$ cat src/rtl/core/rssi_diversity_selector_assert.svh
// ----------------------------------------------------------------------------
// RSSI diversity selector assertion macros
// Shorthand for the concurrent checks at the end of the top level.
// ----------------------------------------------------------------------------
`ifndef RSSI_DIVERSITY_SELECTOR_ASSERT_SVH
`define RSSI_DIVERSITY_SELECTOR_ASSERT_SVH

// Same-cycle implication, disabled while reset is asserted.
`define RDS_ASSERT_IMP(lbl, ante, cons) \
  lbl: assert property (@(posedge clk) disable iff (!rst_n) (ante) |-> (cons)) \
    else $error("rds: same-cycle check failed");

// Next-cycle implication, disabled while reset is asserted.
`define RDS_ASSERT_NXT(lbl, ante, cons) \
  lbl: assert property (@(posedge clk) disable iff (!rst_n) (ante) |=> (cons)) \
    else $error("rds: next-cycle check failed");

`endif

$ cat src/rtl/core/rds_pkg.sv
// ----------------------------------------------------------------------------
// RSSI diversity selector package
// Field widths, register indexes, codes and shared structs.
// ----------------------------------------------------------------------------
package rds_pkg;

  localparam int unsigned SAMPLE_W   = 10;
  localparam int unsigned LEVEL_W    = 7;
  localparam int unsigned DIFF_W     = 8;
  localparam int unsigned SEL_W      = 2;
  localparam int unsigned MODE_W     = 2;
  localparam int unsigned CHECK_W    = 8;
  localparam int unsigned CFG_IDX_W  = 3;
  localparam int unsigned CFG_DATA_W = 10;

  // Numerator widths of the level and percent divisions.
  localparam int unsigned LEV_NUM_W  = 17;
  localparam int unsigned DIFF_NUM_W = 14;

  localparam int unsigned LEVEL_SPAN = 99;
  localparam int unsigned LEVEL_MAX  = 100;
  localparam int unsigned PERCENT    = 100;
  localparam int unsigned DIFF_MAX   = 255;

  localparam logic [CFG_IDX_W-1:0] REG_MODE    = 3'd0;
  localparam logic [CFG_IDX_W-1:0] REG_CUTOVER = 3'd1;
  localparam logic [CFG_IDX_W-1:0] REG_CHECKS  = 3'd2;
  localparam logic [CFG_IDX_W-1:0] REG_MIN_A   = 3'd3;
  localparam logic [CFG_IDX_W-1:0] REG_MAX_A   = 3'd4;
  localparam logic [CFG_IDX_W-1:0] REG_MIN_B   = 3'd5;
  localparam logic [CFG_IDX_W-1:0] REG_MAX_B   = 3'd6;

  localparam logic [MODE_W-1:0] MODE_AUTO    = 2'd0;
  localparam logic [MODE_W-1:0] MODE_FORCE_A = 2'd1;
  localparam logic [MODE_W-1:0] MODE_FORCE_B = 2'd2;

  localparam logic [SEL_W-1:0] SEL_A    = 2'd0;
  localparam logic [SEL_W-1:0] SEL_B    = 2'd1;
  localparam logic [SEL_W-1:0] SEL_NONE = 2'd2;

  localparam logic [MODE_W-1:0]     RST_MODE    = MODE_AUTO;
  localparam logic [DIFF_W-1:0]     RST_CUTOVER = 8'd10;
  localparam logic [CHECK_W-1:0]    RST_CHECKS  = 8'd2;
  localparam logic [SAMPLE_W-1:0]   RST_LOW     = 10'd0;
  localparam logic [SAMPLE_W-1:0]   RST_HIGH    = 10'd1023;

  typedef struct packed {
    logic [SAMPLE_W-1:0] sample_a;
    logic [SAMPLE_W-1:0] sample_b;
  } in_req_t;

  typedef struct packed {
    logic [SAMPLE_W-1:0] average_a;
    logic [SAMPLE_W-1:0] average_b;
    logic [LEVEL_W-1:0]  level_a;
    logic [LEVEL_W-1:0]  level_b;
    logic [DIFF_W-1:0]   percent_diff;
    logic [SEL_W-1:0]    active_receiver;
    logic                led_a;
    logic                led_b;
  } out_req_t;

  // Lane status toward the top level and the merge stage.
  typedef struct packed {
    logic                ready;
    logic                done;
    logic [SAMPLE_W-1:0] avg;
    logic [LEVEL_W-1:0]  level;
  } lane_stat_t;

  typedef struct packed {
    logic idle;
    logic done;
  } merge_stat_t;

endpackage

$ cat src/rtl/core/rds_div.sv
// ----------------------------------------------------------------------------
// RDS serial divider
// Restoring unsigned divider, one quotient bit per cycle, MSB first.
// ----------------------------------------------------------------------------
module rds_div #(
  parameter int unsigned NUM_W = 17,
  parameter int unsigned DEN_W = 10
) (
  input  logic             clk,
  input  logic             rst_n,
  input  logic             start,
  input  logic [NUM_W-1:0] num,
  input  logic [DEN_W-1:0] den,
  output logic             done,
  output logic [NUM_W-1:0] quo
);

  localparam int unsigned CNT_W = (NUM_W > 1) ? $clog2(NUM_W) : 1;

  logic             busy_r, busy_nxt;
  logic             done_r, done_nxt;
  logic [CNT_W-1:0] cnt_r, cnt_nxt;
  logic [NUM_W-1:0] quo_r, quo_nxt;
  logic [DEN_W-1:0] rem_r, rem_nxt;
  logic [DEN_W-1:0] den_r, den_nxt;
  logic [DEN_W:0]   rem_sh;
  logic [DEN_W:0]   rem_dif;
  logic             ge;

  always_comb begin
    rem_sh   = {rem_r, quo_r[NUM_W-1]};
    ge       = (rem_sh >= {1'b0, den_r});
    rem_dif  = rem_sh - {1'b0, den_r};
    busy_nxt = busy_r;
    done_nxt = 1'b0;
    cnt_nxt  = cnt_r;
    quo_nxt  = quo_r;
    rem_nxt  = rem_r;
    den_nxt  = den_r;
    if (start) begin
      busy_nxt = 1'b1;
      cnt_nxt  = CNT_W'(NUM_W - 1);
      quo_nxt  = num;
      rem_nxt  = '0;
      den_nxt  = den;
    end else if (busy_r) begin
      // The partial remainder stays below the divisor, so it fits DEN_W bits.
      quo_nxt = {quo_r[NUM_W-2:0], ge};
      rem_nxt = ge ? rem_dif[DEN_W-1:0] : rem_sh[DEN_W-1:0];
      if (cnt_r == '0) begin
        busy_nxt = 1'b0;
        done_nxt = 1'b1;
      end else begin
        cnt_nxt = cnt_r - 1'b1;
      end
    end
  end

  always_ff @(posedge clk) begin
    if (!rst_n) begin
      busy_r <= 1'b0;
      done_r <= 1'b0;
    end else begin
      busy_r <= busy_nxt;
      done_r <= done_nxt;
    end
  end

  always_ff @(posedge clk) begin
    cnt_r <= cnt_nxt;
    quo_r <= quo_nxt;
    rem_r <= rem_nxt;
    den_r <= den_nxt;
  end

  assign done = done_r;
  assign quo  = quo_r;

endmodule

$ cat src/rtl/core/rds_lane.sv
// ----------------------------------------------------------------------------
// RDS receiver lane
// Group accumulator, mean, calibration limit tracking and 1..100 level.
// ----------------------------------------------------------------------------
module rds_lane import rds_pkg::*; #(
  parameter int unsigned SAMPLES = 8
) (
  input  logic                clk,
  input  logic                rst_n,
  input  logic                acc,
  input  logic [SAMPLE_W-1:0] sample,
  input  logic                lo_load,
  input  logic                hi_load,
  input  logic [SAMPLE_W-1:0] load_value,
  input  logic                ack,
  output lane_stat_t          stat
);

  localparam int unsigned CNT_W   = (SAMPLES > 1) ? $clog2(SAMPLES) : 1;
  localparam int unsigned SUM_W   = SAMPLE_W + CNT_W;
  // The mean is a reciprocal multiplication. With the shift set to the sum
  // width plus the bits of SAMPLES and the multiplier rounded up, the
  // truncated product equals the truncated quotient for every sum that fits.
  localparam int unsigned AVG_SH  = SUM_W + $clog2(SAMPLES);
  localparam int unsigned AVG_M_W = SUM_W + 2;
  localparam int unsigned PROD_W  = SUM_W + AVG_M_W;
  localparam logic [AVG_M_W-1:0] AVG_M =
    AVG_M_W'(((64'd1 << AVG_SH) + 64'(SAMPLES) - 64'd1) / 64'(SAMPLES));
  localparam logic [CNT_W-1:0] LAST_CNT = CNT_W'(SAMPLES - 1);

  typedef enum logic [2:0] {
    L_IDLE,
    L_AVG,
    L_SCALE,
    L_LEV,
    L_DONE
  } lane_state_t;

  lane_state_t         state_r, state_nxt;
  logic [CNT_W-1:0]    cnt_r, cnt_nxt;
  logic [SUM_W-1:0]    sum_r, sum_nxt;
  logic [SAMPLE_W-1:0] lo_r, lo_nxt;
  logic [SAMPLE_W-1:0] hi_r, hi_nxt;
  logic [SAMPLE_W-1:0] avg_r, avg_nxt;
  logic [LEVEL_W-1:0]  level_r, level_nxt;

  logic [SUM_W-1:0]     sum_add;
  logic [PROD_W-1:0]    avg_prod;
  logic [SAMPLE_W-1:0]  avg_new;
  logic [SAMPLE_W-1:0]  span;
  logic [LEV_NUM_W-1:0] scaled;
  logic                 div_start;
  logic                 div_done;
  logic [LEV_NUM_W-1:0] div_quo;

  rds_div #(
    .NUM_W (LEV_NUM_W),
    .DEN_W (SAMPLE_W)
  ) u_div (
    .clk   (clk),
    .rst_n (rst_n),
    .start (div_start),
    .num   (scaled),
    .den   (span),
    .done  (div_done),
    .quo   (div_quo)
  );

  always_comb begin
    sum_add   = sum_r + SUM_W'(sample);
    avg_prod  = PROD_W'(sum_r) * PROD_W'(AVG_M);
    avg_new   = avg_prod[AVG_SH +: SAMPLE_W];
    span      = hi_r - lo_r;
    scaled    = LEV_NUM_W'(avg_r - lo_r) * LEV_NUM_W'(LEVEL_SPAN);
    state_nxt = state_r;
    cnt_nxt   = cnt_r;
    sum_nxt   = sum_r;
    lo_nxt    = lo_r;
    hi_nxt    = hi_r;
    avg_nxt   = avg_r;
    level_nxt = level_r;
    div_start = 1'b0;
    case (state_r)
      L_IDLE: begin
        if (acc) begin
          sum_nxt = sum_add;
          if (cnt_r == LAST_CNT) begin
            cnt_nxt   = '0;
            state_nxt = L_AVG;
          end else begin
            cnt_nxt = cnt_r + 1'b1;
          end
        end
      end
      L_AVG: begin
        // The group total is complete; take the mean and clear the total.
        avg_nxt = avg_new;
        sum_nxt = '0;
        if (avg_new > hi_r) begin
          hi_nxt = avg_new;
        end
        if (avg_new < lo_r) begin
          lo_nxt = avg_new;
        end
        state_nxt = L_SCALE;
      end
      L_SCALE: begin
        // Widening keeps low <= mean <= high; equal limits give level one.
        if (hi_r <= lo_r) begin
          level_nxt = LEVEL_W'(1);
          state_nxt = L_DONE;
        end else begin
          div_start = 1'b1;
          state_nxt = L_LEV;
        end
      end
      L_LEV: begin
        if (div_done) begin
          level_nxt = div_quo[LEVEL_W-1:0] + 1'b1;
          state_nxt = L_DONE;
        end
      end
      L_DONE: begin
        if (ack) begin
          state_nxt = L_IDLE;
        end
      end
      default: begin
        state_nxt = L_IDLE;
      end
    endcase
    if (lo_load) begin
      lo_nxt = load_value;
    end
    if (hi_load) begin
      hi_nxt = load_value;
    end
  end

  always_ff @(posedge clk) begin
    if (!rst_n) begin
      state_r <= L_IDLE;
      cnt_r   <= '0;
      sum_r   <= '0;
      lo_r    <= RST_LOW;
      hi_r    <= RST_HIGH;
      avg_r   <= avg_nxt;
      level_r <= level_nxt;
    end else begin
      state_r <= state_nxt;
      cnt_r   <= cnt_nxt;
      sum_r   <= sum_nxt;
      lo_r    <= lo_nxt;
      hi_r    <= hi_nxt;
      avg_r   <= avg_nxt;
      level_r <= level_nxt;
    end
  end

  assign stat.ready = (state_r == L_IDLE);
  assign stat.done  = (state_r == L_DONE);
  assign stat.avg   = avg_r;
  assign stat.level = level_r;

endmodule

$ cat src/rtl/core/rds_merge.sv
// ----------------------------------------------------------------------------
// RDS merge stage
// Combines both lanes: percent difference, hysteresis counter, selection.
// ----------------------------------------------------------------------------
module rds_merge import rds_pkg::*; (
  input  logic               clk,
  input  logic               rst_n,
  input  logic               start,
  input  lane_stat_t         lane_a,
  input  lane_stat_t         lane_b,
  input  logic [MODE_W-1:0]  mode,
  input  logic [DIFF_W-1:0]  cutover,
  input  logic [CHECK_W-1:0] max_checks,
  input  logic               take,
  output merge_stat_t        stat,
  output out_req_t           res
);

  typedef enum logic [1:0] {
    M_IDLE,
    M_DIV,
    M_DONE
  } merge_state_t;

  merge_state_t        state_r, state_nxt;
  logic [CHECK_W-1:0]  checks_r, checks_nxt;
  logic [SEL_W-1:0]    sel_r, sel_nxt;
  logic [SAMPLE_W-1:0] avg_a_r, avg_a_nxt;
  logic [SAMPLE_W-1:0] avg_b_r, avg_b_nxt;
  logic [LEVEL_W-1:0]  lev_a_r, lev_a_nxt;
  logic [LEVEL_W-1:0]  lev_b_r, lev_b_nxt;
  logic [DIFF_W-1:0]   diff_r, diff_nxt;

  logic [LEVEL_W-1:0]    lev_dist;
  logic                  div_start;
  logic [DIFF_NUM_W-1:0] div_num;
  logic                  div_done;
  logic [DIFF_NUM_W-1:0] div_quo;
  logic [DIFF_W-1:0]     diff_sat;
  logic [CHECK_W-1:0]    checks_upd;

  rds_div #(
    .NUM_W (DIFF_NUM_W),
    .DEN_W (LEVEL_W)
  ) u_div (
    .clk   (clk),
    .rst_n (rst_n),
    .start (div_start),
    .num   (div_num),
    .den   (lane_b.level),
    .done  (div_done),
    .quo   (div_quo)
  );

  always_comb begin
    lev_dist = (lane_a.level > lane_b.level) ? (lane_a.level - lane_b.level)
                                             : (lane_b.level - lane_a.level);
    div_num  = DIFF_NUM_W'(lev_dist) * DIFF_NUM_W'(PERCENT);
    diff_sat = (div_quo > DIFF_NUM_W'(DIFF_MAX)) ? DIFF_W'(DIFF_MAX)
                                                 : div_quo[DIFF_W-1:0];
    // Step toward B when A is weaker, toward A when A is stronger.
    checks_upd = checks_r;
    if ((lev_a_r > lev_b_r) && (checks_r != '0)) begin
      checks_upd = checks_r - 1'b1;
    end
    if ((lev_a_r < lev_b_r) && (checks_r < max_checks)) begin
      checks_upd = checks_r + 1'b1;
    end

    state_nxt  = state_r;
    checks_nxt = checks_r;
    sel_nxt    = sel_r;
    avg_a_nxt  = avg_a_r;
    avg_b_nxt  = avg_b_r;
    lev_a_nxt  = lev_a_r;
    lev_b_nxt  = lev_b_r;
    diff_nxt   = diff_r;
    div_start  = 1'b0;
    case (state_r)
      M_IDLE: begin
        if (start) begin
          avg_a_nxt = lane_a.avg;
          avg_b_nxt = lane_b.avg;
          lev_a_nxt = lane_a.level;
          lev_b_nxt = lane_b.level;
          diff_nxt  = '0;
          case (mode)
            MODE_AUTO: begin
              div_start = 1'b1;
              state_nxt = M_DIV;
            end
            MODE_FORCE_A: begin
              sel_nxt   = SEL_A;
              state_nxt = M_DONE;
            end
            MODE_FORCE_B: begin
              sel_nxt   = SEL_B;
              state_nxt = M_DONE;
            end
            default: begin
              state_nxt = M_DONE;
            end
          endcase
        end
      end
      M_DIV: begin
        if (div_done) begin
          diff_nxt = diff_sat;
          if (diff_sat >= cutover) begin
            checks_nxt = checks_upd;
            if (checks_upd == '0) begin
              sel_nxt = SEL_A;
            end else if (checks_upd >= max_checks) begin
              sel_nxt = SEL_B;
            end
          end
          state_nxt = M_DONE;
        end
      end
      M_DONE: begin
        if (take) begin
          state_nxt = M_IDLE;
        end
      end
      default: begin
        state_nxt = M_IDLE;
      end
    endcase
  end

  always_ff @(posedge clk) begin
    if (!rst_n) begin
      state_r  <= M_IDLE;
      checks_r <= '0;
      sel_r    <= SEL_NONE;
      avg_a_r  <= avg_a_nxt;
      avg_b_r  <= avg_b_nxt;
      lev_a_r  <= lev_a_nxt;
      lev_b_r  <= lev_b_nxt;
      diff_r   <= diff_nxt;
    end else begin
      state_r  <= state_nxt;
      checks_r <= checks_nxt;
      sel_r    <= sel_nxt;
      avg_a_r  <= avg_a_nxt;
      avg_b_r  <= avg_b_nxt;
      lev_a_r  <= lev_a_nxt;
      lev_b_r  <= lev_b_nxt;
      diff_r   <= diff_nxt;
    end
  end

  assign stat.idle = (state_r == M_IDLE);
  assign stat.done = (state_r == M_DONE);

  assign res.average_a       = avg_a_r;
  assign res.average_b       = avg_b_r;
  assign res.level_a         = lev_a_r;
  assign res.level_b         = lev_b_r;
  assign res.percent_diff    = diff_r;
  assign res.active_receiver = sel_r;
  assign res.led_a           = (sel_r == SEL_A);
  assign res.led_b           = (sel_r == SEL_B);

endmodule

$ cat src/rtl/core/rssi_diversity_selector.sv
// ----------------------------------------------------------------------------
// RSSI diversity selector. The last request of a group reaches its result
// through the mean by reciprocal multiply, a level division per lane, then a
// merge division. The input stalls after that request, and longer while a
// finished result waits. Synchronous active-low reset: limits to reset
// calibration, selection to none.
// ----------------------------------------------------------------------------
module rssi_diversity_selector import rds_pkg::*; #(
  parameter int unsigned SAMPLES = 8
) (
  input  logic                 clk,
  input  logic                 rst_n,
  input  logic                 in_valid,
  output logic                 in_ready,
  input  in_req_t              in_data,
  output logic                 out_valid,
  input  logic                 out_ready,
  output out_req_t             out_data,
  input  logic                 cfg_we,
  input  logic [CFG_IDX_W-1:0] cfg_index,
  input  logic [CFG_DATA_W-1:0] cfg_wdata
);

  // Configuration registers. The four calibration registers have no storage
  // here: a write loads the lane's tracked limit directly, which is all the
  // behavior ever sees of them.
  logic [MODE_W-1:0]  mode_r, mode_nxt;
  logic [DIFF_W-1:0]  cutover_r, cutover_nxt;
  logic [CHECK_W-1:0] checks_r, checks_nxt;

  // Output register, so a finished result can wait while the lanes keep
  // accumulating the next group.
  logic     out_valid_r, out_valid_nxt;
  out_req_t out_data_r, out_data_nxt;

  lane_stat_t  lane_a_stat;
  lane_stat_t  lane_b_stat;
  merge_stat_t merge_stat;
  out_req_t    merge_res;
  logic        in_acc;
  logic        merge_start;
  logic        out_take;

  // Range flags of the delivered levels, used by the checks at the end.
  logic        lev_a_ok;
  logic        lev_b_ok;

  // Both lanes step on the same request; either one may still be busy with
  // its divisions, so the input waits for both.
  assign in_ready = lane_a_stat.ready && lane_b_stat.ready;
  assign in_acc   = in_valid && in_ready;

  // The merge stage starts once both lanes hold a level and it is idle; the
  // start also releases both lanes.
  assign merge_start = lane_a_stat.done && lane_b_stat.done && merge_stat.idle;
  assign out_take    = !out_valid_r || out_ready;

  rds_lane #(
    .SAMPLES (SAMPLES)
  ) u_lane_a (
    .clk        (clk),
    .rst_n      (rst_n),
    .acc        (in_acc),
    .sample     (in_data.sample_a),
    .lo_load    (cfg_we && (cfg_index == REG_MIN_A)),
    .hi_load    (cfg_we && (cfg_index == REG_MAX_A)),
    .load_value (cfg_wdata[SAMPLE_W-1:0]),
    .ack        (merge_start),
    .stat       (lane_a_stat)
  );

  rds_lane #(
    .SAMPLES (SAMPLES)
  ) u_lane_b (
    .clk        (clk),
    .rst_n      (rst_n),
    .acc        (in_acc),
    .sample     (in_data.sample_b),
    .lo_load    (cfg_we && (cfg_index == REG_MIN_B)),
    .hi_load    (cfg_we && (cfg_index == REG_MAX_B)),
    .load_value (cfg_wdata[SAMPLE_W-1:0]),
    .ack        (merge_start),
    .stat       (lane_b_stat)
  );

  rds_merge u_merge (
    .clk        (clk),
    .rst_n      (rst_n),
    .start      (merge_start),
    .lane_a     (lane_a_stat),
    .lane_b     (lane_b_stat),
    .mode       (mode_r),
    .cutover    (cutover_r),
    .max_checks (checks_r),
    .take       (out_take),
    .stat       (merge_stat),
    .res        (merge_res)
  );

  always_comb begin
    mode_nxt    = mode_r;
    cutover_nxt = cutover_r;
    checks_nxt  = checks_r;
    if (cfg_we) begin
      case (cfg_index)
        REG_MODE:    mode_nxt    = cfg_wdata[MODE_W-1:0];
        REG_CUTOVER: cutover_nxt = cfg_wdata[DIFF_W-1:0];
        REG_CHECKS:  checks_nxt  = cfg_wdata[CHECK_W-1:0];
        default: begin
        end
      endcase
    end
  end

  // A held result leaves when the consumer takes it; a new one loads in the
  // same cycle when the merge stage has one ready.
  always_comb begin
    out_valid_nxt = out_valid_r;
    out_data_nxt  = out_data_r;
    if (out_valid_r && out_ready) begin
      out_valid_nxt = 1'b0;
    end
    if (merge_stat.done && out_take) begin
      out_valid_nxt = 1'b1;
      out_data_nxt  = merge_res;
    end
  end

  always_ff @(posedge clk) begin
    if (!rst_n) begin
      mode_r      <= RST_MODE;
      cutover_r   <= RST_CUTOVER;
      checks_r    <= RST_CHECKS;
      out_valid_r <= 1'b0;
    end else begin
      mode_r      <= mode_nxt;
      cutover_r   <= cutover_nxt;
      checks_r    <= checks_nxt;
      out_valid_r <= out_valid_nxt;
    end
  end

  always_ff @(posedge clk) begin
    out_data_r <= out_data_nxt;
  end

  assign out_valid = out_valid_r;
  assign out_data  = out_data_r;

  assign lev_a_ok = (out_data.level_a != '0) && (out_data.level_a <= LEVEL_W'(LEVEL_MAX));
  assign lev_b_ok = (out_data.level_b != '0) && (out_data.level_b <= LEVEL_W'(LEVEL_MAX));

  `include "rssi_diversity_selector_assert.svh"

  // The two indicators never light together.
  `RDS_ASSERT_IMP(a_led_excl, out_valid, !(out_data.led_a && out_data.led_b))
  // Delivered levels stay within the calibrated range of 1 to 100.
  `RDS_ASSERT_IMP(a_level_range, out_valid, lev_a_ok && lev_b_ok)
  // A lane holding a finished level takes no new request.
  `RDS_ASSERT_IMP(a_lane_hold, lane_a_stat.done || lane_b_stat.done, !in_ready)
  // A finished merge result with an empty output register is shown next cycle.
  `RDS_ASSERT_NXT(a_out_load, merge_stat.done && !out_valid, out_valid)

endmodule

$ cat config.mk
export PLATFORM = sky130hd
export DESIGN_NAME = rssi_diversity_selector
export DESIGN_NICKNAME = d
export VERILOG_FILES = /design/src/rtl/core/rds_pkg.sv /design/src/rtl/core/rds_div.sv /design/src/rtl/core/rds_lane.sv /design/src/rtl/core/rds_merge.sv /design/src/rtl/core/rssi_diversity_selector.sv
export VERILOG_INCLUDE_DIRS = /design/src /design/src/rtl/core
export SDC_FILE = /design/constraint.sdc
export NUM_CORES = 1
export LEC_CHECK = 0
export ABC_AREA = 1
export BUFFER_PORTS_ARGS = -buffer_cell sky130_fd_sc_hd__buf_2
export CORE_MARGIN = 2
export CORE_UTILIZATION = 31
export DETAILED_ROUTE_END_ITERATION = 10
export PLACE_DENSITY_LB_ADDON = 0.2
export SETUP_SLACK_MARGIN = 0.05
export SLEW_MARGIN = 20
export SYNTH_ARGS = -nofsm -noshare
export SYNTH_HDL_FRONTEND = slang
export SYNTH_SLANG_ARGS = --single-unit
$ cat constraint.sdc
create_clock -name clk -period 7.4 [get_ports clk]
set_clock_uncertainty 0.1 [all_clocks]
set_input_delay 0 -clock clk [delete_from_list [all_inputs] [get_ports clk]]
set_output_delay 0 -clock clk [all_outputs]
set_load 0.05 [all_outputs]
# Yosys cells after proc, flatten, opt, wreduce, memory -nomap -nowiden
# Cells that the tools add are included.
# word_totals
elab_cells	288
input_bits	38
regBits	353
output_inout_bits	48
# classes
n_addsub	20
n_eq_ne	37
n_mux	84
n_mul	3
bitwise	7
order_cmp	16
reduce_logical	68
# op_table
cell	count
two-way mux 10 bit	14
two-way mux 17 bit	4
one-hot mux 13 bit (2 select lines)	2
two-way mux 7 bit	6
two-way mux 8 bit	5
subtractor 10 bit	4
multiplier 17 x 7 -> 17 bit (second input constant)	2
nonzero test 2 bit	17
two-way mux 3 bit	11
one-hot mux 3 bit (5 select lines)	2
AND reduction 2 bit	15
two-way mux 14 bit	2
one-hot mux 7 bit (2 select lines)	2
adder 13 x 10 -> 13 bit	2
two-way mux 13 bit	2
greater-or-equal comparator 11 x 10 -> 1 bit	2
inequality test 2 x 1 -> 1 bit (second input constant)	11
subtractor 10 x 10 -> 11 bit	2
equality test 3 bit (second input constant)	7
two-way mux 1 bit	21
subtractor 7 bit	3
greater-than comparator 10 bit	2
less-or-equal comparator 10 bit	2
less-than comparator 10 bit	2
other kinds (37)	93

# Longest topological paths before layout
# Gate-level depths: netlist of the first run.
# logic_depth
ltp_word	10
ltp_mapped	31
mapped_depth_nobuf	30

# Hierarchy
# A second synthesis of the first run with hierarchy kept.
# hier_totals
hier_cells	3102
area_unflattened_um2	24629.9
# by_module_without_submodules
mod	cells_per_inst	seq_area_each_um2	instances	area_each_um2
rds_lane (u_lane_b)	797	1291.2	1	5674.2
rds_lane (u_lane_a)	780	1291.2	1	5632.9
rds_div (u_lane_a.u_div ...)	303	1151.1	2	2432.3
rds_merge	524	1501.4	1	4404.2
rssi_diversity_selector	177	1761.7	1	2262.2
rds_div (u_merge.u_div)	218	890.9	1	1791.7

# Least setup slack after synthesis of the first run
# OpenSTA, ideal clock, no wires.
# synth_path
kind	register to register
startpoint	register u_lane_b.avg_r[0]
endpoint	register u_lane_b.u_div.quo_r[16] (netlist: u_lane_b.u_div.quo[16]), data pin
arrival_time_ps	4537
n_path_buf	0
slack_ps	2510
setup_ps	253
t_required_ps	7047
path_stages_with_launch	26
synth_period_minus_slack_ps	4890
path_cell_list	edfxtp_1 > inv_1 > ha_1 > inv_1 > fa_1 > nand3_1 > nand2_1 > nand4_1 > nand2_2 > nand2_1 > nand2_1 > a21oi_1 > fa_1 > ha_1 > inv_1 > fa_1 > inv_1 > ha_1 > nand2_1 > nor2_1 > nand3_1 > o2111ai_1 > a31oi_1 > nand3b_1 > nand3_1 > nand2_1
# synth_between
elab_chain_cells	3
# synth_rtl
item	line_no	text
from (decl)	rds_lane.sv:44	logic [SAMPLE_W-1:0] avg_r, avg_nxt;
from (signal assigned)	rds_lane.sv:147	avg_r <= avg_nxt;
from (signal assigned)	rds_lane.sv:155	avg_r <= avg_nxt;
subtractor 10 x 10 -> 11 bit	rds_lane.sv:74	scaled = LEV_NUM_W'(avg_r - lo_r) * LEV_NUM_W'(LEVEL_SPAN);
multiplier 17 x 7 -> 17 bit	rds_lane.sv:74	
two-way mux 17 bit	rds_div.sv:40	if (start) begin
via u_lane_b.u_div.quo_nxt[16]	rds_div.sv:23	logic [NUM_W-1:0] quo_r, quo_nxt;
to (signal assigned)	rds_div.sv:71	quo_r <= quo_nxt;
to (decl)	rds_div.sv:23	
# The timed path passes the listed nets, and every way through them passes these cells.
# A chain may end at the register's enable or synchronous reset.

# Worst setup path in the final report of the first run
# Same ends and word-level chain as after synthesis.

==> results of run 1 <==
-- routing by layer --
layer	part of all wire, %	global-route usage [%]
met5	0	0
met4	1.7	3.36
met3	3.6	1.79
met2	46	25.7
met1	48	21.6
-- cell families after synthesis --
kind of cell,after synthesis,share of synthesized area [%]
simple gates,874,15.9
compound gates,572,13.6
buf+inv,545,9.00
flops,353,38.4
fa+ha+maj,322,18.5
xor+xnor,118,4.66
-- flip-flops by register name, indices dropped and copies added, names as in the netlist, 13 cells and up --
name                count
u_lane_b.u_div.quo     17
u_lane_a.u_div.quo     17
u_merge.u_div.quo      14
u_lane_b.sum_r         13
out_data               46
u_lane_a.sum_r         13
-- worst min-delay path, stage by stage --
cell and delay (ns):
dlygate4sd3_1 0.52, buf_2 0.15, o21ai_0 0.10, a21oi_1 0.11
-- cell usage in the layout, fill, tap and decap left out, drive strengths merged, types with 14 or more instances in the layout --
cell | netlist | routed
nand3 | 100 | 100
nor3 | 33 | 33
o21ai | 219 | 219
ha | 281 | 281
nand2 | 526 | 526
buf | 22 | 96
clkinv | 3 | 14
dlygate4sd3 | 0 | 55
o211ai | 23 | 23
nand4 | 21 | 21
inv | 482 | 483
xor2 | 80 | 80
a21oi | 237 | 237
dfxtp | 158 | 158
a21o | 14 | 14
clkbuf | 38 | 52
a31oi | 17 | 17
fa | 41 | 41
edfxtp | 195 | 195
xnor2 | 38 | 38
nor2 | 172 | 172
-- stage by stage --
stage	util [%]	std cells
3_5_place_dp	33.3	3789
2_1_floorplan	-	2784
3_3_place_gp	33.3	3789
6_report	36.0	3920
5_1_grt	36.0	3920
4_1_cts	36.0	3920
-- final timing paths --
path | from | end | slack, ns | cells after the start
setup / recovery | u_lane_b.avg_r[0] | u_lane_b.u_div.quo[16] | 1.98 | 25
setup reg to reg | u_lane_b.avg_r[0] | u_lane_b.u_div.quo[16] | 1.98 | 25
hold / removal | cfg_wdata[3] | checks_r[3] | 0.25 | 4
hold reg to reg | u_merge.diff_r[3] | out_data[7] | 0.32 | 0
-- area by class of cell --
class,count,area share (%)
Multi-Input combinational cell,1886,45.9
Sequential cell,353,33.5
Inverter,485,6.77
Tap cell,969,4.51
Clock buffer,52,4.20
Timing Repair Buffer,151,3.93
Clock inverter,24,1.19
==> impl_metrics.tcl, run 1 <==
set metrics [dict create \
    viasPerCell 4.68 \
    cp_slowest_cell "a21oi_1" \
    synth_edf_count 195 \
    critical_path_class "reg2reg" \
    antenna_found_initial 0 \
    die_h_microns 279 \
    cp.required_ns 7.60 \
    synth_common_cells "nand2_1 (518), inv_1 (471), ha_1 (281)" \
    cts_resized 0 \
    maxCapViolations 0 \
    clkSlewWorstSetupHoldPaths_ns 0.07 \
    cts_setup_buffers 0 \
    dpl.hpwl_microns 45200 \
    worst_slew_margin_rel_pct 30.5 \
    ys_seq_elements 353 \
    ys_async_sr_fraction_pct 0 \
    yosysWarnings 0 \
    timing.hold.ws_ns 0.245 \
    fillCellCount 7725 \
    path_common_cell "nand2_1" \
    start_kind "flip-flop" \
    worst_pin_slew_ns 1.04 \
    crit_family "adder cells" \
    cts.hold.buffers_added 55 \
    grt_pass1_vias 17700 \
    grt_max_degree 68 \
    holdCritPathClass "in2reg" \
    port_buffers 85 \
    first_iter_violations 961 \
    end_kind "flip-flop" \
    wl_per_cell_microns 15.3 \
    fin_ws_ns 1.98 \
    synthDistinctLibCells 65 \
    multi_input_area_sq_um 12300 \
    ant_nets 0 \
    syn_avg_cell_area_sq_um 8.43 \
    period_needed_ns 5.42 \
    drv_slew 0 \
    rsz0062_at_grt "no" \
    clock_sinks 353 \
    regArea_sq_um 9020 \
    yosysMostFrequentCell "nand2_1" \
    fin_nets 3279 \
    timing.critical_path.buf_inv 4 \
    cp.arrival_ns 5.62 \
    via_count 18300 \
    drive_gt1_share_pct 7.59 \
    die_w_microns 279 \
    grt_pass1_wl_microns 96700 \
    synth_nets 3144 \
    num_io_pins 86 \
    routed_wl_microns 60100 \
    clockBufferDepth 3 \
    die_area_sq_um 77900 \
    design_area_sq_um 26900 \
    htreeDepth 2 \
    fin_tns_setup_ns 0 \
    seq_area_frac_synth_pct 38.4 \
    gp_congestion 0.826 \
    ys.flop_type "edfxtp_1" \
    cts_tree "built" \
    drt_pass1_iterations 5 \
    synth_cells 2784 \
    cp_slowest_stage_delay_ns 0.61 \
    setup_viol 0 \
    cts_buffers 42 \
    netlist.area_leader.share_pct 25.0 \
    insertion_delay_ns 0.58 \
    cts-root-buf "clkbuf_16" \
    drc 0 \
    syn2layout_area_growth_pct 14.7 \
    finalCritPeriodShare_pct 73.2 \
    synth_area_leaders "edfxtp_1 (25%), ha_1 (15%), dfxtp_1 (13%)" \
    status "completed" \
    core_area_sq_um 74700 \
    hold_viol_final 0 \
    synth_top_area_cell "edfxtp_1" \
    dpl_cell_area_sq_um 24900 \
    max_freq_mhz 185 \
    row_count 100 \
    initial_core_util_pct 31.4 \
    syn-cell-area_sq_um 23500 \
    overflow 0 \
    grtUsageTotal_pct 15.5 \
    critical_path.max_fanout 6 \
    antennaDiodeCount 0 \
    place_ws_ns 1.98 \
]
Power of run 1 is left out: the tool's default activity adds up to more than one toggle a clock period on the data nets, which glitch-free logic cannot reach.
==> run 2, diff against run 1 <==
Clock period 7.4 ns to 5.7 ns, I/O delays scaled along.
==> run 2 against run 1 <==
  * Via count is 0.27% higher
  * Fmax is 5.3% higher
  * Non-clock buffer count is 9 higher
  * Core utilization is 0.062 points higher
  * Worst setup slack worse by 1.4 ns
  * Critical path depth stayed put
  * Critical path type unchanged
==> impl_metrics.tcl, run 2 (synthesis gave the netlist of run 1 again) <==
set metrics [dict create \
    drv_slew 0 \
    design_area_sq_um 26900 \
    insertion_delay_ns 0.56 \
    die_w_microns 279 \
    drt_pass1_iterations 5 \
    viasPerCell 4.67 \
    grt_pass1_vias 17700 \
    maxCapViolations 0 \
    final_common_cell "nand2_1" \
    grt_pass1_wl_microns 96200 \
    cts.hold.buffers_added 60 \
    cts_resized 0 \
    setup_viol 0 \
    status "completed" \
    die_area_sq_um 77900 \
    cts_buffers 43 \
    period_needed_ns 5.15 \
    fillCellCount 7742 \
    fin_ws_ns 0.555 \
    hold_viol_final 0 \
    cp.arrival_ns 5.35 \
    fin_tns_setup_ns 0 \
    drc 0 \
    largest_register_ff_count 46 \
    core_area_sq_um 74700 \
    cts_setup_buffers 0 \
    gp_congestion 0.840 \
    critical_path_class "reg2reg" \
    fin_nets 3289 \
    place_ws_ns 0.527 \
    num_io_pins 86 \
    worst_pin_slew_ns 1.07 \
    cts_tree "built" \
    regArea_sq_um 9020 \
    max_freq_mhz 194 \
    dpl_cell_area_sq_um 24900 \
    critical_path.max_fanout 5 \
    start_kind "flip-flop" \
    clkSlewWorstSetupHoldPaths_ns 0.06 \
    antennaDiodeCount 0 \
    initial_core_util_pct 31.4 \
    drive_gt1_share_pct 7.66 \
    timing.hold.ws_ns 0.270 \
    grtUsageTotal_pct 15.5 \
    die_h_microns 279 \
    finalCritPeriodShare_pct 90.3 \
    rsz0062_at_grt "no" \
    cts-root-buf "clkbuf_16" \
    antenna_found_initial 0 \
    cp.required_ns 5.90 \
    wl_per_cell_microns 15.5 \
    dpl.hpwl_microns 46100 \
    regMostFlops "out_data" \
    grt_max_degree 68 \
    row_count 100 \
    first_iter_violations 764 \
    htreeDepth 2 \
    via_count 18400 \
    final_cell_mix "nand2_1 (518), inv_1 (471), ha_1 (281), a21oi_1 (236), o21ai_0 (207)" \
    ant_nets 0 \
    worst_slew_margin_rel_pct 28.1 \
    holdCritPathClass "in2reg" \
    port_buffers 85 \
    end_kind "flip-flop" \
    syn2layout_area_growth_pct 14.9 \
    routed_wl_microns 60800 \
    overflow 0 \
    clock_sinks 353 \
    multi_input_area_sq_um 12300 \
    clockBufferDepth 3 \
]
-- run 2: cell type report --
type                    count  share of cell area [%]
multi-input cells        1886                    45.8
flip-flops and latches    353                    33.5
repair buffers            160                    4.22
well taps                 969                    4.50
clock inverters            23                   0.947
clock buffers              55                    4.31
inverters                 485                    6.76
-- run 2: worst paths after layout --
kind / start / to / slack [ns] / depth (start not counted)
max: u_lane_b.avg_r[0] / u_lane_b.u_div.quo[16] / 0.55 / 25
min: cfg_wdata[5] / cutover_r[5] / 0.27 / 4
max reg2reg: u_lane_b.avg_r[0] / u_lane_b.u_div.quo[16] / 0.55 / 25
min reg2reg: u_merge.avg_b_r[9] / out_data[35] / 0.32 / 0
-- run 2: through the flow --
stage	instances	utilization [%]
3_3_place_gp	3793	33.4
3_5_place_dp	3793	33.4
5_1_grt	3931	36.1
6_report	3931	36.1
2_1_floorplan	2784	-
4_1_cts	3931	36.1
-- run 2: critical path, stage by stage, from the launching register on --
cell and delay (ns):
edfxtp_1 0.37, inv_1 0.07, ha_1 0.15, inv_1 0.08, fa_1 0.40, nand3_1 0.09
nand2_1 0.13, nand4_1 0.12, nand2_2 0.10, nand2_1 0.07, nand2_1 0.05, a21oi_1 0.44
fa_1 0.50, ha_1 0.29, inv_1 0.05, fa_1 0.49, inv_1 0.04, ha_1 0.36
nand2_1 0.09, nor2_1 0.14, nand3_1 0.10, o2111ai_1 0.19, a31oi_1 0.16, nand3b_1 0.18
nand3_1 0.08, nand2_1 0.05
-- run 2: per-layer routing --
metal	vias to the layer above	track usage, %	wire, microns
met5	-	0	0
met4	0	3.09	835
met3	49	1.92	2040
met2	270	26.5	28800
met1	8502	21.0	29100
li1	9554	-	-
Power of run 2 is left out for the same reason.
==> run 3, diff against run 2 <==
Settings changed: BUFFER_PORTS_ARGS -buffer_cell sky130_fd_sc_hd__buf_2 to -buffer_cell sky130_fd_sc_hd__buf_4.
==> run 3 against run 2 <==
  * Clock-buffer cell count is 3 higher
  * First-iteration DRC count is 23% higher
  * Non-clock buffer count is 5 lower
  * Core utilization is 0.12 points higher
  * Sequential share of layout area is 0.11 points lower
  * Die area stayed put
  * Cell count is 0.15% lower
  * Critical path depth is 2 lower
  * Design area is 0.32% higher
  * Flip-flop and latch count stayed put
  * Fmax is 0.51% lower
  * Wire length is 1.1% higher
  * Highest routed layer unchanged
==> impl_metrics.tcl, run 3 (synthesis gave the netlist of run 1 again) <==
set metrics [dict create \
    antenna_found_initial 3 \
    grt_pass1_vias 18300 \
    drv_slew 0 \
    maxCapViolations 0 \
    fin_nets 3283 \
    insertion_delay_ns 0.57 \
    via_count 18600 \
    final_cell_mix "nand2_1 (518), inv_1 (471), ha_1 (281), a21oi_1 (236), o21ai_0 (207)" \
    die_area_sq_um 77900 \
    clockBufferDepth 3 \
    critical_path_class "reg2reg" \
    final_common_cell "nand2_1" \
    drc 0 \
    ant_nets 0 \
    drive_gt1_share_pct 7.48 \
    first_iter_violations 938 \
    end_kind "flip-flop" \
    period_needed_ns 5.17 \
    initial_core_util_pct 31.4 \
    gp_congestion 0.871 \
    clkSlewWorstSetupHoldPaths_ns 0.06 \
    holdCritPathClass "in2reg" \
    dp.cells 3792 \
    row_count 100 \
    rsz0062_at_grt "no" \
    dpl.hpwl_microns 47200 \
    port_buffers 85 \
    cts_tree "built" \
    num_io_pins 86 \
    regMostFlops "out_data" \
    grt_max_degree 55 \
    grtUsageTotal_pct 15.6 \
    worst_pin_slew_ns 0.936 \
    htreeDepth 2 \
    clock_sinks 353 \
    core_area_sq_um 74700 \
    finalCritPeriodShare_pct 90.7 \
    die_w_microns 279 \
    start_kind "flip-flop" \
    cp.arrival_ns 5.38 \
    syn2layout_area_growth_pct 15.2 \
    grt_pass1_wl_microns 97600 \
    timing.hold.ws_ns 0.155 \
    max_freq_mhz 193 \
    critical_path.max_fanout 5 \
    cts-root-buf "clkbuf_16" \
    cts_buffers 42 \
    overflow 0 \
    largest_register_ff_count 46 \
    worst_slew_margin_rel_pct 37.5 \
    setup_viol 0 \
    fillCellCount 7636 \
    instances_no_fill 3925 \
    fin_tns_setup_ns 0 \
    cts_resized 0 \
    routed_wl_microns 61400 \
    status "completed" \
    cp.required_ns 5.91 \
    wl_per_cell_microns 15.7 \
    die_h_microns 279 \
    viasPerCell 4.75 \
    hold_viol_final 0 \
    drt_pass1_iterations 6 \
]
-- run 3: cell count changes in the layout (fill, tap and decap cells not counted), moves of 2 or more --
cell / change
buf_2: -85
buf_4: +84
bufinv_16: -3
clkbuf_1: +3
clkbuf_8: -2
clkinvlp_4: -3
dlygate4sd3_1: -4
-- run 3: critical path: stages (launching register included) --
cell	delay (ns)
edfxtp_1	0.41
ha_1	0.37
a21oi_1	0.21
o21ai_1	0.11
a21oi_1	0.28
inv_1	0.07
a31oi_1	0.17
nand2_1	0.10
nand2_1	0.19
inv_1	0.07
ha_1	0.29
fa_1	0.47
ha_1	0.29
inv_1	0.05
fa_1	0.49
inv_1	0.04
ha_1	0.33
a21o_1	0.20
a221oi_1	0.29
o31ai_1	0.15
inv_1	0.07
nand2_1	0.05
nand3_1	0.07
nand2_1	0.06
-- run 3: area by class of cell --
class / instances / area, sq um / share of cell area (%)
multi-input cells: 1886 / 12300 / 45.6
flip-flops and latches: 353 / 9020 / 33.4
inverters: 485 / 1820 / 6.74
repair buffers: 155 / 1300 / 4.82
well taps: 969 / 1210 / 4.48
clock buffers: 58 / 1180 / 4.35
clock inverters: 18 / 158 / 0.583
diodes: 1 / 2.50 / 0.00926
-- run 3: routing by layer --
metal	part of all wire, %	up-vias	routed length (microns)	GRT usage, %
li1	-	9523	-	-
met1	47	8774	28700	20.3
met2	48	261	29500	27.3
met3	3.1	67	1930	2.02
met4	2.1	0	1270	3.92
met5	0	-	0	0
-- run 3: timing repair --
action	4_1_cts	5_1_grt
hold endpoints to repair	97	0
setup endpoints to repair	0	0
hold buffers	56	0
setup buffers	0	0
-- run 3: through the flow --
| step | util [%] | cell area (sq um) | setup WS, ns |
|---|---|---|---|
| 3_3_place_gp | 33.7 | 25100 | 0.683 |
| 6_report | 36.2 | 27000 | 0.528 |
| 5_1_grt | 36.2 | 27000 | 0.138 |
| 2_1_floorplan | - | 23500 | 0.810 |
| 3_5_place_dp | 33.7 | 25100 | 0.548 |
| 4_1_cts | 36.2 | 27000 | 0.538 |
-- run 3: final timing paths --
path	startpoint	to	slack (ns)	cells after the start
worst max-delay path	u_lane_a.avg_r[2]	u_lane_a.u_div.quo[16]	0.53	23
worst min-delay path	rst_n	u_merge.sel_r[1]	0.15	3
worst max register to register	u_lane_a.avg_r[2]	u_lane_a.u_div.quo[16]	0.53	23
worst min register to register	u_merge.diff_r[1]	out_data[5]	0.32	0
Power of run 3 is left out for the same reason.
